[src/design/sprd_pkg.sv]
// Types and constants of the sprite line decoder.
package sprd_pkg;

	typedef enum logic [3:0] {
		PH_SKIP  = 4'b0001,
		PH_COUNT = 4'b0010,
		PH_PIXA  = 4'b0100,
		PH_PIXB  = 4'b1000
	} phase_t;

	localparam logic [1:0] MODE_RGB15  = 2'd1;
	localparam logic [1:0] MODE_SHADOW = 2'd2;

	localparam logic [1:0] REG_PIXEL_MODE  = 2'd0;
	localparam logic [1:0] REG_LEFT_MARGIN = 2'd1;
	localparam logic [1:0] REG_TOP_MARGIN  = 2'd2;
	localparam logic [1:0] REG_ROW_STRIDE  = 2'd3;

	localparam logic [7:0] TRANSPARENT_IDX = 8'd64;

	typedef struct packed {
		logic [1:0]  pixel_mode;
		logic [11:0] left_margin;
	} core_cfg_t;

	typedef struct packed {
		logic        valid;
		logic [15:0] column;
		logic [7:0]  span_length;
		logic [15:0] pixel_value;
	} emit_t;

endpackage

[src/design/sprd_if.sv]
// Valid/ready channel interfaces for input bytes and output pixels.
interface sprd_in_if;
	logic        valid;
	logic        ready;
	logic [7:0]  data_byte;
	logic        line_start;
	logic [11:0] line_row;

	modport source (output valid, data_byte, line_start, line_row, input ready);
	modport sink (input valid, data_byte, line_start, line_row, output ready);
endinterface

interface sprd_out_if;
	logic        valid;
	logic        ready;
	logic [25:0] pixel_index;
	logic [7:0]  span_length;
	logic [15:0] pixel_value;

	modport source (output valid, pixel_index, span_length, pixel_value, input ready);
	modport sink (input valid, pixel_index, span_length, pixel_value, output ready);
endinterface

[src/design/sprite_rle_line_decoder.sv]
// Sprite line decoder top level: config registers, decode stage, index multiply stage.
// An item that makes a pixel passes the stage-one and stage-two registers before it shows on the output.
// Throughput: one byte per cycle; input stalls only when both stages are full and the
// output is not taken.
// The index stage holds one 13x13 multiply and a 26-bit add.
// Reset clears decode state and the pipeline; registers reset to zero, row_stride to one.
module sprite_rle_line_decoder (
	input  logic              clk,
	input  logic              arst_n,
	sprd_in_if.sink           in_ch,
	sprd_out_if.source        out_ch,
	input  logic              cfg_we,
	input  logic [1:0]        cfg_index,
	input  logic [12:0]       cfg_data
);

	logic [1:0]  pixel_mode_q;
	logic [11:0] left_margin_q;
	logic [11:0] top_margin_q;
	logic [12:0] row_stride_q;

	always_ff @(posedge clk or negedge arst_n) begin
		if (!arst_n) begin
			pixel_mode_q  <= '0;
			left_margin_q <= '0;
			top_margin_q  <= '0;
			row_stride_q  <= 13'd1;
		end else if (cfg_we) begin
			case (cfg_index)
				sprd_pkg::REG_PIXEL_MODE:  pixel_mode_q  <= cfg_data[1:0];
				sprd_pkg::REG_LEFT_MARGIN: left_margin_q <= cfg_data[11:0];
				sprd_pkg::REG_TOP_MARGIN:  top_margin_q  <= cfg_data[11:0];
				sprd_pkg::REG_ROW_STRIDE:  row_stride_q  <= cfg_data;
				default: ;
			endcase
		end
	end

	logic valid_s1, valid_s2;
	logic adv_s1, adv_s2, accept;

	assign adv_s2 = !valid_s2 || out_ch.ready;
	assign adv_s1 = !valid_s1 || adv_s2;
	assign in_ch.ready = adv_s1;
	assign accept = in_ch.valid && adv_s1;

	sprd_pkg::core_cfg_t core_cfg;
	sprd_pkg::emit_t     emit;

	assign core_cfg.pixel_mode  = pixel_mode_q;
	assign core_cfg.left_margin = left_margin_q;

	sprd_core u_core (
		.clk        (clk),
		.arst_n     (arst_n),
		.accept     (accept),
		.data_byte  (in_ch.data_byte),
		.line_start (in_ch.line_start),
		.cfg        (core_cfg),
		.emit       (emit)
	);

	logic [12:0] row_sum_s1;
	logic [15:0] column_s1;
	logic [7:0]  span_s1, span_s2;
	logic [15:0] value_s1, value_s2;
	logic [25:0] index_s2;
	logic [25:0] product;

	assign product = {13'd0, row_sum_s1} * {13'd0, row_stride_q};

	always_ff @(posedge clk or negedge arst_n) begin
		if (!arst_n) begin
			valid_s1 <= 1'b0;
			valid_s2 <= 1'b0;
		end else begin
			if (adv_s1) valid_s1 <= accept && emit.valid;
			if (adv_s2) valid_s2 <= valid_s1;
		end
	end

	always_ff @(posedge clk) begin
		if (adv_s1) begin
			row_sum_s1 <= {1'b0, in_ch.line_row} + {1'b0, top_margin_q};
			column_s1  <= emit.column;
			span_s1    <= emit.span_length;
			value_s1   <= emit.pixel_value;
		end
		if (adv_s2) begin
			index_s2 <= product + {10'd0, column_s1};
			span_s2  <= span_s1;
			value_s2 <= value_s1;
		end
	end

	assign out_ch.valid       = valid_s2;
	assign out_ch.pixel_index = index_s2;
	assign out_ch.span_length = span_s2;
	assign out_ch.pixel_value = value_s2;

endmodule

[src/design/sprd_core.sv]
// Run-length line state machine: phase, column, run count and held low byte.
module sprd_core (
	input  logic                clk,
	input  logic                arst_n,
	input  logic                accept,
	input  logic [7:0]          data_byte,
	input  logic                line_start,
	input  sprd_pkg::core_cfg_t cfg,
	output sprd_pkg::emit_t     emit
);

	sprd_pkg::phase_t phase_q, phase_d;
	logic [15:0] column_q, column_d;
	logic [7:0]  run_left_q, run_left_d;
	logic [7:0]  low_hold_q, low_hold_d;
	logic [7:0]  run_m1;

	assign run_m1 = run_left_q - 8'd1;

	always_comb begin
		phase_d      = phase_q;
		column_d     = column_q;
		run_left_d   = run_left_q;
		low_hold_d   = low_hold_q;
		emit.valid       = 1'b0;
		emit.column      = column_q;
		emit.span_length = 8'd1;
		emit.pixel_value = {8'd0, data_byte};
		if (line_start) begin
			column_d = {4'd0, cfg.left_margin} + {8'd0, data_byte};
			phase_d  = sprd_pkg::PH_COUNT;
		end else begin
			case (phase_q)
				sprd_pkg::PH_SKIP: begin
					column_d = column_q + {8'd0, data_byte};
					phase_d  = sprd_pkg::PH_COUNT;
				end
				sprd_pkg::PH_COUNT: begin
					if (data_byte == 8'd0) begin
						phase_d = sprd_pkg::PH_SKIP;
					end else if (cfg.pixel_mode == sprd_pkg::MODE_SHADOW) begin
						emit.valid       = 1'b1;
						emit.span_length = data_byte;
						emit.pixel_value = 16'd1;
						column_d = column_q + {8'd0, data_byte};
						phase_d  = sprd_pkg::PH_SKIP;
					end else begin
						run_left_d = data_byte;
						phase_d    = sprd_pkg::PH_PIXA;
					end
				end
				sprd_pkg::PH_PIXA: begin
					if (cfg.pixel_mode == sprd_pkg::MODE_RGB15) begin
						low_hold_d = data_byte;
						phase_d    = sprd_pkg::PH_PIXB;
					end else begin
						emit.valid = 1'b1;
						if (data_byte == sprd_pkg::TRANSPARENT_IDX) begin
							emit.pixel_value = 16'd0;
						end
						column_d   = column_q + 16'd1;
						run_left_d = run_m1;
						phase_d    = (run_m1 == 8'd0) ? sprd_pkg::PH_SKIP : sprd_pkg::PH_PIXA;
					end
				end
				default: begin
					emit.valid       = 1'b1;
					emit.pixel_value = {data_byte, low_hold_q};
					column_d   = column_q + 16'd1;
					run_left_d = run_m1;
					phase_d    = (run_m1 == 8'd0) ? sprd_pkg::PH_SKIP : sprd_pkg::PH_PIXA;
				end
			endcase
		end
	end

	always_ff @(posedge clk or negedge arst_n) begin
		if (!arst_n) begin
			phase_q    <= sprd_pkg::PH_SKIP;
			column_q   <= '0;
			run_left_q <= '0;
			low_hold_q <= '0;
		end else if (accept) begin
			phase_q    <= phase_d;
			column_q   <= column_d;
			run_left_q <= run_left_d;
			low_hold_q <= low_hold_d;
		end
	end

endmodule

[src/flat_wrapper.sv]
// flat-port wrapper written by rule: the top's interface ports become plain ports
module sprite_rle_line_decoder_flat 
  (clk, arst_n, cfg_we, cfg_index, cfg_data, in_ch_valid, in_ch_data_byte, in_ch_line_start, in_ch_line_row, in_ch_ready, out_ch_valid, out_ch_pixel_index, out_ch_span_length, out_ch_pixel_value, out_ch_ready);
  sprd_in_if in_ch_i ();
  sprd_out_if out_ch_i ();
  input  logic clk;
  input  logic arst_n;
  input  logic cfg_we;
  input  logic [1:0] cfg_index;
  input  logic [12:0] cfg_data;
  input wire logic [$bits(in_ch_i.valid)-1:0] in_ch_valid;
  input wire logic [$bits(in_ch_i.data_byte)-1:0] in_ch_data_byte;
  input wire logic [$bits(in_ch_i.line_start)-1:0] in_ch_line_start;
  input wire logic [$bits(in_ch_i.line_row)-1:0] in_ch_line_row;
  output wire logic [$bits(in_ch_i.ready)-1:0] in_ch_ready;
  output wire logic [$bits(out_ch_i.valid)-1:0] out_ch_valid;
  output wire logic [$bits(out_ch_i.pixel_index)-1:0] out_ch_pixel_index;
  output wire logic [$bits(out_ch_i.span_length)-1:0] out_ch_span_length;
  output wire logic [$bits(out_ch_i.pixel_value)-1:0] out_ch_pixel_value;
  input wire logic [$bits(out_ch_i.ready)-1:0] out_ch_ready;
  assign in_ch_i.valid = in_ch_valid;
  assign in_ch_i.data_byte = in_ch_data_byte;
  assign in_ch_i.line_start = in_ch_line_start;
  assign in_ch_i.line_row = in_ch_line_row;
  assign in_ch_ready = in_ch_i.ready;
  assign out_ch_valid = out_ch_i.valid;
  assign out_ch_pixel_index = out_ch_i.pixel_index;
  assign out_ch_span_length = out_ch_i.span_length;
  assign out_ch_pixel_value = out_ch_i.pixel_value;
  assign out_ch_i.ready = out_ch_ready;
  sprite_rle_line_decoder u_core (.clk(clk), .arst_n(arst_n), .in_ch(in_ch_i), .out_ch(out_ch_i), .cfg_we(cfg_we), .cfg_index(cfg_index), .cfg_data(cfg_data));
endmodule
[config.mk]
export PLATFORM = sky130hd
export DESIGN_NAME = sprite_rle_line_decoder_flat
export DESIGN_NICKNAME = d
export VERILOG_FILES = /design/src/design/sprd_pkg.sv /design/src/design/sprd_if.sv /design/src/design/sprite_rle_line_decoder.sv /design/src/design/sprd_core.sv /design/src/flat_wrapper.sv
export SDC_FILE = /design/constraint.sdc
export NUM_CORES = 1
export LEC_CHECK = 0
export ABC_AREA = 1
export BUFFER_PORTS_ARGS = -buffer_cell sky130_fd_sc_hd__buf_2
export CORE_MARGIN = 3
export CORE_UTILIZATION = 50
export CTS_CLUSTER_DIAMETER = 200
export DETAILED_ROUTE_END_ITERATION = 8
export PLACE_DENSITY_LB_ADDON = 0.25
export SYNTH_ARGS = -nofsm -noshare
export SYNTH_HDL_FRONTEND = slang
export SYNTH_SLANG_ARGS = --single-unit
[constraint.sdc]
create_clock -name clk -period 7.1 [get_ports clk]
set_input_delay 0.355 -clock clk [delete_from_list [all_inputs] [get_ports clk]]
set_output_delay 0.355 -clock clk [all_outputs]
set_load 0.05 [all_outputs]
Word-level counts from Yosys, hierarchy flattened
Index checks and enable logic that the tools add are counted.
Cells by class
  add/sub/neg operators: 6
  $mul: 1
  equal/unequal tests: 15
  multiplexer cells: 26
  bitwise logic cells: 4
  reduce and logical (&&, ||, !) cells: 17
Operators by type and width (count)
  one-hot mux 16 bit (3 select lines): 2
  two-way mux 16 bit: 4
  two-way mux 8 bit: 8
  adder 26 x 16 -> 26 bit: 1
  multiplier 13 x 13 -> 26 bit: 1
  one-hot mux 8 bit (3 select lines): 1
  adder 16 x 1 -> 16 bit (second input constant): 1
  adder 16 x 8 -> 16 bit: 1
  zero test 8 bit: 2
  adder 12 x 12 -> 13 bit: 1
  adder 12 x 8 -> 13 bit: 1
  one-hot mux 4 bit (3 select lines): 1
  two-way mux 3 bit: 3
  != test 3 bit (second input constant): 3
  == test 8 x 7 -> 1 bit (second input constant): 1
  two-way mux 4 bit: 2
  AND reduction 2 bit: 4
  AND reduction 4 bit: 2
  subtractor 8 x 1 -> 8 bit (second input constant): 1
  == test 2 bit (second input constant): 3
  != test 2 bit (second input constant): 3
  AND reduction 6 bit: 1
  == test 2 x 1 -> 1 bit (second input constant): 2
  == test 4 x 1 -> 1 bit (second input constant): 1
  10 further kinds: 19
Word-level totals
  flip-flop bits (word level): 180
  input port bits: 41
  output and inout port bits: 52
  logic and storage cells: 87

Logic depth before layout (Yosys ltp)
Gate-level depths: netlist of the first run.
  depth after elaboration: 6
  gate-level depth with buffers: 25

By module
A second synthesis of the first run with hierarchy kept.
Unflattened totals
  cell total of the unflattened synthesis: 1944
  area, all modules: 15720.1 um^2
By module, submodules not included
  sprite_rle_line_decoder: instances 1, cells an instance 1377, area an instance 12132.9 um^2, sequential area each 4120.2 um^2
  sprd_core: instances 1, cells an instance 567, area an instance 3587.2 um^2, sequential area each 902.1 um^2

Least setup slack after synthesis of the first run
No wires, ideal clock.
  path type: register -> register
  start: reg u_core.row_stride_q[1]
  end: reg u_core.index_s2[22], in the netlist u_core.out_ch.pixel_index[22] (data pin)
  library setup time: 253 ps
  arrival: 5144 ps
  data required time: 6847 ps
  path slack: 1703 ps
  stages on the path, launching flop included: 25
  buffers on the path: 1
  clock period less this slack: 5397 ps
  cell sequence: dfrtp_1 > clkbuf_1 > nand2_1 > inv_1 > fa_1 > inv_1 > fa_1 > inv_1 > fa_1 > inv_1 > fa_1 > inv_1 > fa_1 > inv_1 > fa_1 > inv_1 > ha_1 > nand2_1 > inv_1 > a21boi_0 > nor2_1 > o21ai_0 > nand3_1 > nand2_1 > nand2_1
Between the ends
  word-level cells in the longest chain between the ends: 2
Ends and longest elaborated chain
  start, declared: line sprite_rle_line_decoder.sv:20  | logic [12:0] row_stride_q;
  start signal, assigned: line sprite_rle_line_decoder.sv:33  | sprd_pkg::REG_ROW_STRIDE: row_stride_q <= cfg_data;
  multiplier 13 x 13 -> 26 bit: line sprite_rle_line_decoder.sv:70  | assign product = {13'd0, row_sum_s1} * {13'd0, row_stride_q};
  adder 26 x 16 -> 26 bit: line sprite_rle_line_decoder.sv:90  | index_s2 <= product + {10'd0, column_s1};
  end signal, assigned: line sprite_rle_line_decoder.sv:90
  end, declared: line sprite_rle_line_decoder.sv:67  | logic [25:0] index_s2;
No other way between the ends.
A chain may end at the register's enable or synchronous reset.

Worst setup path in the final report of the first run
  start: reg u_core.row_sum_s1[8]
  end: reg u_core.index_s2[22], in the netlist u_core.out_ch.pixel_index[22] (data pin)
Between the ends
  word-level cells in the longest chain between the ends: 2
Ends and longest elaborated chain
  start, declared: line sprite_rle_line_decoder.sv:63  | logic [12:0] row_sum_s1;
  start signal, assigned: line sprite_rle_line_decoder.sv:84  | row_sum_s1 <= {1'b0, in_ch.line_row} + {1'b0, top_margin_q};
  multiplier 13 x 13 -> 26 bit: line sprite_rle_line_decoder.sv:70
  adder 26 x 16 -> 26 bit: line sprite_rle_line_decoder.sv:90
No other way between the ends.

==> results of run 1 <==
kinds of logic after synthesis:
kind of cell,synth area share
compound gates,0.0591
xor+xnor,0.0209
fa+ha+maj,0.277
buf+inv,0.106
flops,0.333
mux,0.000746
simple gates,0.202
path summary, 6_finish.rpt:
path                                      start                             to  slack, ns  depth (start not counted)
max                        u_core.row_sum_s1[8]  u_core.out_ch.pixel_index[22]       1.25                         20
min                                      arst_n         u_core.top_margin_q[9]       0.07                          1
max reg2reg                u_core.row_sum_s1[8]  u_core.out_ch.pixel_index[22]       1.25                         20
min reg2reg                 u_core.value_s1[13]  u_core.out_ch.pixel_value[13]       0.42                          0
max in group asynchronous                arst_n     u_core.u_core.column_q[15]       6.38                          1
min in group clk                   cfg_data[12]        u_core.row_stride_q[12]       0.17                          2
flip-flops by register name (all words and copies together) (netlist names):
| name | count |
|---|---|
| u_core.column_s1 | 16 |
| u_core.out_ch.pixel_value | 16 |
| u_core.valid_s1 | 1 |
| u_core.top_margin_q | 12 |
| u_core.row_sum_s1 | 13 |
| u_core.u_core.run_left_q | 8 |
| u_core.out_ch.pixel_index | 26 |
| u_core.value_s1 | 16 |
| u_core.out_ch.span_length | 8 |
| u_core.u_core.phase_q | 4 |
| u_core.u_core.column_q | 16 |
| u_core.span_s1 | 8 |
| u_core.left_margin_q | 12 |
| u_core.row_stride_q | 13 |
| u_core.out_ch.valid | 1 |
| u_core.pixel_mode_q | 2 |
| u_core.u_core.low_hold_q | 8 |
critical path: stages (launching register included):
cell and delay [ns]:
edfxtp_1 0.66, nand2_1 0.14, inv_1 0.06, fa_1 0.52
inv_1 0.05, fa_1 0.49, inv_1 0.07, fa_1 0.48
fa_1 0.50, fa_1 0.48, inv_1 0.05, fa_1 0.48
inv_1 0.05, ha_1 0.36, a21oi_1 0.22, a21boi_0 0.41
nor2_1 0.10, o21ai_0 0.24, nand3_1 0.12, nand2_1 0.08
nand2_1 0.05
cell type report:
type	instances	area share
Clock buffer	17	0.0258
Clock inverter	15	0.0125
Inverter	381	0.0869
Multi-Input combinational cell	1187	0.513
Sequential cell	180	0.304
Tap cell	384	0.0291
Timing Repair Buffer	94	0.0289
synthesized netlist by cell type, types with 6 or more instances:
cell type / n / area, um^2
a21boi_0: 6 / 45.0
a21oi_1: 48 / 240
clkbuf_1: 35 / 131
dfrtp_1: 75 / 1880
edfxtp_1: 103 / 3090
fa_1: 136 / 2720
ha_1: 117 / 1460
inv_1: 371 / 1390
inv_2: 9 / 33.8
nand2_1: 497 / 1870
nand3_1: 81 / 405
nand3_2: 6 / 60.1
nand4_1: 21 / 131
nor2_1: 100 / 375
nor3_1: 10 / 50.1
o21ai_0: 82 / 410
o21bai_1: 6 / 45.0
xnor2_1: 7 / 61.3
xor2_1: 29 / 254
layer usage:
metal	GRT usage	part of all wire	vias to the layer above
met2	0.348	0.45	352
met4	0.0452	0.013	0
met3	0.0299	0.062	38
met1	0.324	0.47	5471
met5	0	0	-
li1	-	-	5677
metrics by stage:
step | hold slack, ns | cells | utilization
CTS | 0.112 | 2258 | 0.565
global route | 0.148 | 2258 | 0.565
floorplan | 0.0594 | 1789 | -
global placement | 0.401 | 2226 | 0.543
detailed placement | 0.405 | 2226 | 0.543
finish | 0.0665 | 2258 | 0.565
==> metrics.md, run 1 <==
| Metric | Value |
|---|---|
| Die area | between 0.03 and 0.04 mm^2 |
| Synth async-reset ratio | 0.428 |
| Setup Total Neg Slack | 0 ns |
| #FFs+latches synth | 180 |
| Hpwl dp | 27100 um |
| Fin area | approximately 0.017 mm^2 |
| Wirelength per Cell | approximately 15 um |
| Outcome | completed |
| Post-CTS sizing | 0 |
| Placeable Area | between 0.02 and 0.03 mm^2 |
| Post-route ant nets | 0 |
| Netlist cell types | 46 |
| Setup ws final | 1.25 ns |
| Final hold vios | 0 |
| Ant diodes | 0 |
| Syn Area/Cell | 8.43 um^2 |
| Largest net degree at the start of global routing | a little under 80 |
| Final period util | 0.824 |
| FP Rows | 62 |
| DR vias/cell | around 5 |
| Initial Utilization | 0.516 |
| Synthesized area | 0.0151 mm^2 |
| Area Overhead vs Synth | 9.42% |
| PortBufs | 92 |
| Relative slew slack | 0.345 |
| Root Buffer Master | clkbuf_16 |
| Share of cells above drive strength 1 | 0.0875 |
| # IOs | between 90 and 100 |
| DRC errors left | 0 |
| CP Class | reg2reg |
| Clock tree buffer depth | 2 |
| Clock skew | ~0.016 ns |
| Fin. max-slew vios | 0 |
| Post-Place Cell Area | 0.0159 mm^2 |
| Final setup fails | 0 |
| Initial antenna violation count | 0 |
| Post-Syn Instances | 1789 |
| Die H | roughly 180 um |
| Commonest cells after routing, fill and taps aside | nand2_1, inv_1, fa_1 |
| Synth warnings | 0 |
| Grt ovf | 0 |
| Nets | 2155 |
| Synth Flop Type | edfxtp_1 |
| Pre-antenna DRT Iters | 6 |
| Mapped Nets | 2083 |
| Fillers | roughly 2700 |
| Vias | around 12000 |
| Total CTS buffers | 17 |
| RSZ-0062 raised after global routing | no |
| MaxCap Viol Count | 0 |
| Critical path arrival | 6.05 ns |
| HP Class | in2async |
| Critical path required time | approximately 7.3 ns |
| Pre-CTS WS | between 1 and 1.5 ns |
| Hold-fix buffers, CTS | 0 |
| Number of synthesized flops with an enable pin | about 100 |
| Seq/Total Area, Yosys | 0.333 |
| Crit start category | flip-flop |
| Vias in the first global route | about 12000 |
| Wire length of the first global-routing pass | just under 60000 um |
| Commonest non-fill, non-tap cell in the layout | nand2_1 |
| Worst Max-Slew Pin Slew | around 0.98 ns |
| Die Width | ~180 um |
| Flip-flop and latch area | between 0.005 and 0.006 mm^2 |
| Crit path capture type | flip-flop |
| Tmin final | just under 6 ns |
| Gp weighted congestion | approximately 0.88 |
| CTS tree | yes |
| Post-CTS setup buffer count | 0 |
| Clk Latency, worst-skew pair | 0.44 ns |
| Footprint of the multi-input gates | around 0.0085 mm^2 |
| GRT Util Overall | 0.219 |
| Clock Sinks | between 150 and 200 |
| Fmax | around 170 MHz |
| Clock-pin slew on the worst setup and hold paths | approximately 0.08 ns |
| Max FO, Critical Path | 13 |
| WL final | about 35000 um |
| H-tree level count | 4 |
| Iteration-0 DRC Markers | 747 |
Power of run 1 is not shown: default switching activity piles up to over one toggle a cycle in this logic, so the estimate is an artifact.
==> run 2: changes to the inputs <==
==> constraint.sdc (replaced) <==
create_clock -name clk -period 4.9 [get_ports clk]
set_input_delay 0.245 -clock clk [delete_from_list [all_inputs] [get_ports clk]]
set_output_delay 0.245 -clock clk [all_outputs]
set_load 0.05 [all_outputs]
==> run 2 against run 1 <==
Effect of this change: the run now ends with hold timing, setup timing left; via count grew 4.9%; critical endpoint is now u_core.out_ch.pixel_index[23]; worst setup slack lost 1.6 ns; flip-flop and latch count is the same; non-clock buffer count grew 128; sequential share of layout area shrank 2.8 points; global-route usage grew 0.75 points; cell area grew 11%; clock-buffer cell count grew 1; die area is the same; critical path depth is the same; register-to-register slack lost 1.6 ns; largest cell class unchanged; wire length grew 4.7%; highest routed layer unchanged.
==> metrics.md, run 2 (synthesis results as in run 1) <==
| Metric | Value |
|---|---|
| Post-Place Cell Area | 0.0167 mm^2 (+5.4%) |
| Worst Max-Slew Pin Slew | 0.987 ns (+0.00448 ns) |
| H-tree level count | 4 (unchanged) |
| Final hold vios | 42 (+42) |
| Fin. max-slew vios | 0 (unchanged) |
| Setup Total Neg Slack | -4.61 ns (-4.61 ns) |
| Hpwl dp | 28000 um (+3.6%) |
| Clock tree buffer depth | 2 (unchanged) |
| Critical path required time | 5.10 ns (-2.20 ns) |
| Relative slew slack | 0.342 (-0.00299) |
| Final period util | 1.08 (+0.255) |
| Commonest cells after routing, fill and taps aside | nand2_1, inv_1, fa_1 |
| Grt ovf | 0 (unchanged) |
| Fmax | 189 MHz (+11%) |
| Gp weighted congestion | 0.900 (+2.3%) |
| Clock skew | 0.0157 ns (+0.0000996 ns) |
| CTS tree | yes |
| Largest net degree at the start of global routing | 78 (unchanged) |
| Fin area | 0.0182 mm^2 (+11%) |
| Critical path arrival | 5.48 ns (-0.57 ns) |
| Max FO, Critical Path | 6 (-7) |
| Die Width | 180 um (unchanged) |
| DRC errors left | 0 (unchanged) |
| Final setup fails | 17 (+17) |
| Area Overhead vs Synth | 20.9% |
| Iteration-0 DRC Markers | 747 (unchanged) |
| Min Hold Slack | -0.0362 ns (-0.103 ns) |
| Ant diodes | 0 (unchanged) |
| CP Class | reg2reg |
| Total CTS buffers | 17 (unchanged) |
| Hold-fix buffers, CTS | 0 (unchanged) |
| Die area | 0.0323 mm^2 (unchanged) |
| Setup ws final | -0.387 ns (-1.63 ns) |
| Initial antenna violation count | 0 (unchanged) |
| Max reg flops | 26 (unchanged) |
| Vias in the first global route | 12400 (+7.5%) |
| Clock-pin slew on the worst setup and hold paths | 0.08 ns (about the same) |
| Pre-antenna DRT Iters | 5 (-1) |
| Crit start category | flip-flop |
| Root Buffer Master | clkbuf_16 |
| Share of cells above drive strength 1 | 0.227 (+0.140) |
| Commonest non-fill, non-tap cell in the layout | nand2_1 |
| FP Rows | 62 (unchanged) |
| Die H | 180 um (unchanged) |
| Wire length of the first global-routing pass | 60400 um (+4.1%) |
| Failing checks | hold timing, setup timing |
| WL final | 36300 um (+4.7%) |
| Post-route ant nets | 0 (unchanged) |
| Initial Utilization | 0.516 (unchanged) |
| Clock Sinks | 180 (unchanged) |
| Vias | 12100 (+4.9%) |
| Outcome | finished with violations |
| PortBufs | 92 (unchanged) |
| Tmin final | 5.29 ns (-0.566 ns) |
| RSZ-0062 raised after global routing | yes |
| Wirelength per Cell | 15.2 um (-0.95%) |
| HP Class | in2async |
| Post-placement cell count | 2322 (+4.3%) |
| MaxCap Viol Count | 0 (unchanged) |
| Clk Latency, worst-skew pair | 0.44 ns (about the same) |
| DR vias/cell | 5.07 (-0.77%) |
| Fin cells | 2386 (+5.7%) |
| Placeable Area | 0.0292 mm^2 (unchanged) |
| # IOs | 93 (unchanged) |
| Nets | 2283 (+5.9%) |
| Crit path capture type | flip-flop |
| GRT Util Overall | 0.226 (+0.00748) |
## run 2: layer usage
| layer | GRT usage | share of wire | up-vias |
|---|---|---|---|
| li1 | - | - | 5937 |
| met1 | 0.322 | 0.47 | 5790 |
| met2 | 0.372 | 0.47 | 332 |
| met3 | 0.0342 | 0.053 | 39 |
| met4 | 0.0461 | 0.014 | 0 |
| met5 | 0 | 0 | - |
## run 2: final timing paths
| path | startpoint | to | slack, ns | cells past startpoint |
|---|---|---|---|---|
| worst min register to register | u_core.value_s1[12] | u_core.out_ch.pixel_value[12] | 0.42 | 0 |
| worst max register to register | u_core.row_sum_s1[10] | u_core.out_ch.pixel_index[23] | -0.39 | 20 |
| min in group clk | cfg_data[12] | u_core.row_stride_q[12] | 0.05 | 2 |
| max in group asynchronous | arst_n | u_core.row_stride_q[1] | 4.23 | 1 |
| worst min-delay path | arst_n | u_core.top_margin_q[5] | -0.04 | 1 |
| worst max-delay path | u_core.row_sum_s1[10] | u_core.out_ch.pixel_index[23] | -0.39 | 20 |
## run 2: cell type report
cell class	instances	area (um^2)
multi-input combinational	1187	9200
tap	384	480
fill	2428	11000
sequential	180	5030
clock buffer	18	429
inverter	381	1440
clock inverter	14	161
timing repair buffer	222	1510
## run 2: repair_timing
| item | in CTS | in global routing |
|---|---|---|
| endpoints found under the hold margin | 0 | 0 |
| gates resized for setup | 66 | 135 |
| endpoints found under the setup margin | 20 | 20 |
| setup buffers | 19 | 15 |
| pin swaps | 30 | 64 |
## run 2: critical path, stage by stage (launching register included)
cell and delay, ns:
edfxtp_1 0.57, buf_6 0.16, buf_4 0.14, nand2_1 0.08
fa_1 0.50, inv_1 0.06, fa_1 0.54, inv_1 0.05
fa_1 0.46, fa_1 0.53, inv_1 0.05, ha_1 0.18
ha_1 0.29, ha_1 0.35, nand2_1 0.16, nor2_1 0.25
nand2_2 0.11, nor4_2 0.25, nand2_1 0.14, nand4_1 0.11
nand2_1 0.06
## run 2: metrics by stage
step	hold slack, ns	worst slack (ns)	utilization
global route	0.0388	-0.604	0.624
CTS	0.00686	-0.305	0.605
floorplan	-0.0506	-0.116	-
global placement	0.401	-0.409	0.572
finish	-0.0362	-0.387	0.624
detailed placement	0.405	-0.455	0.572
Power of run 2 is left out for the same reason.
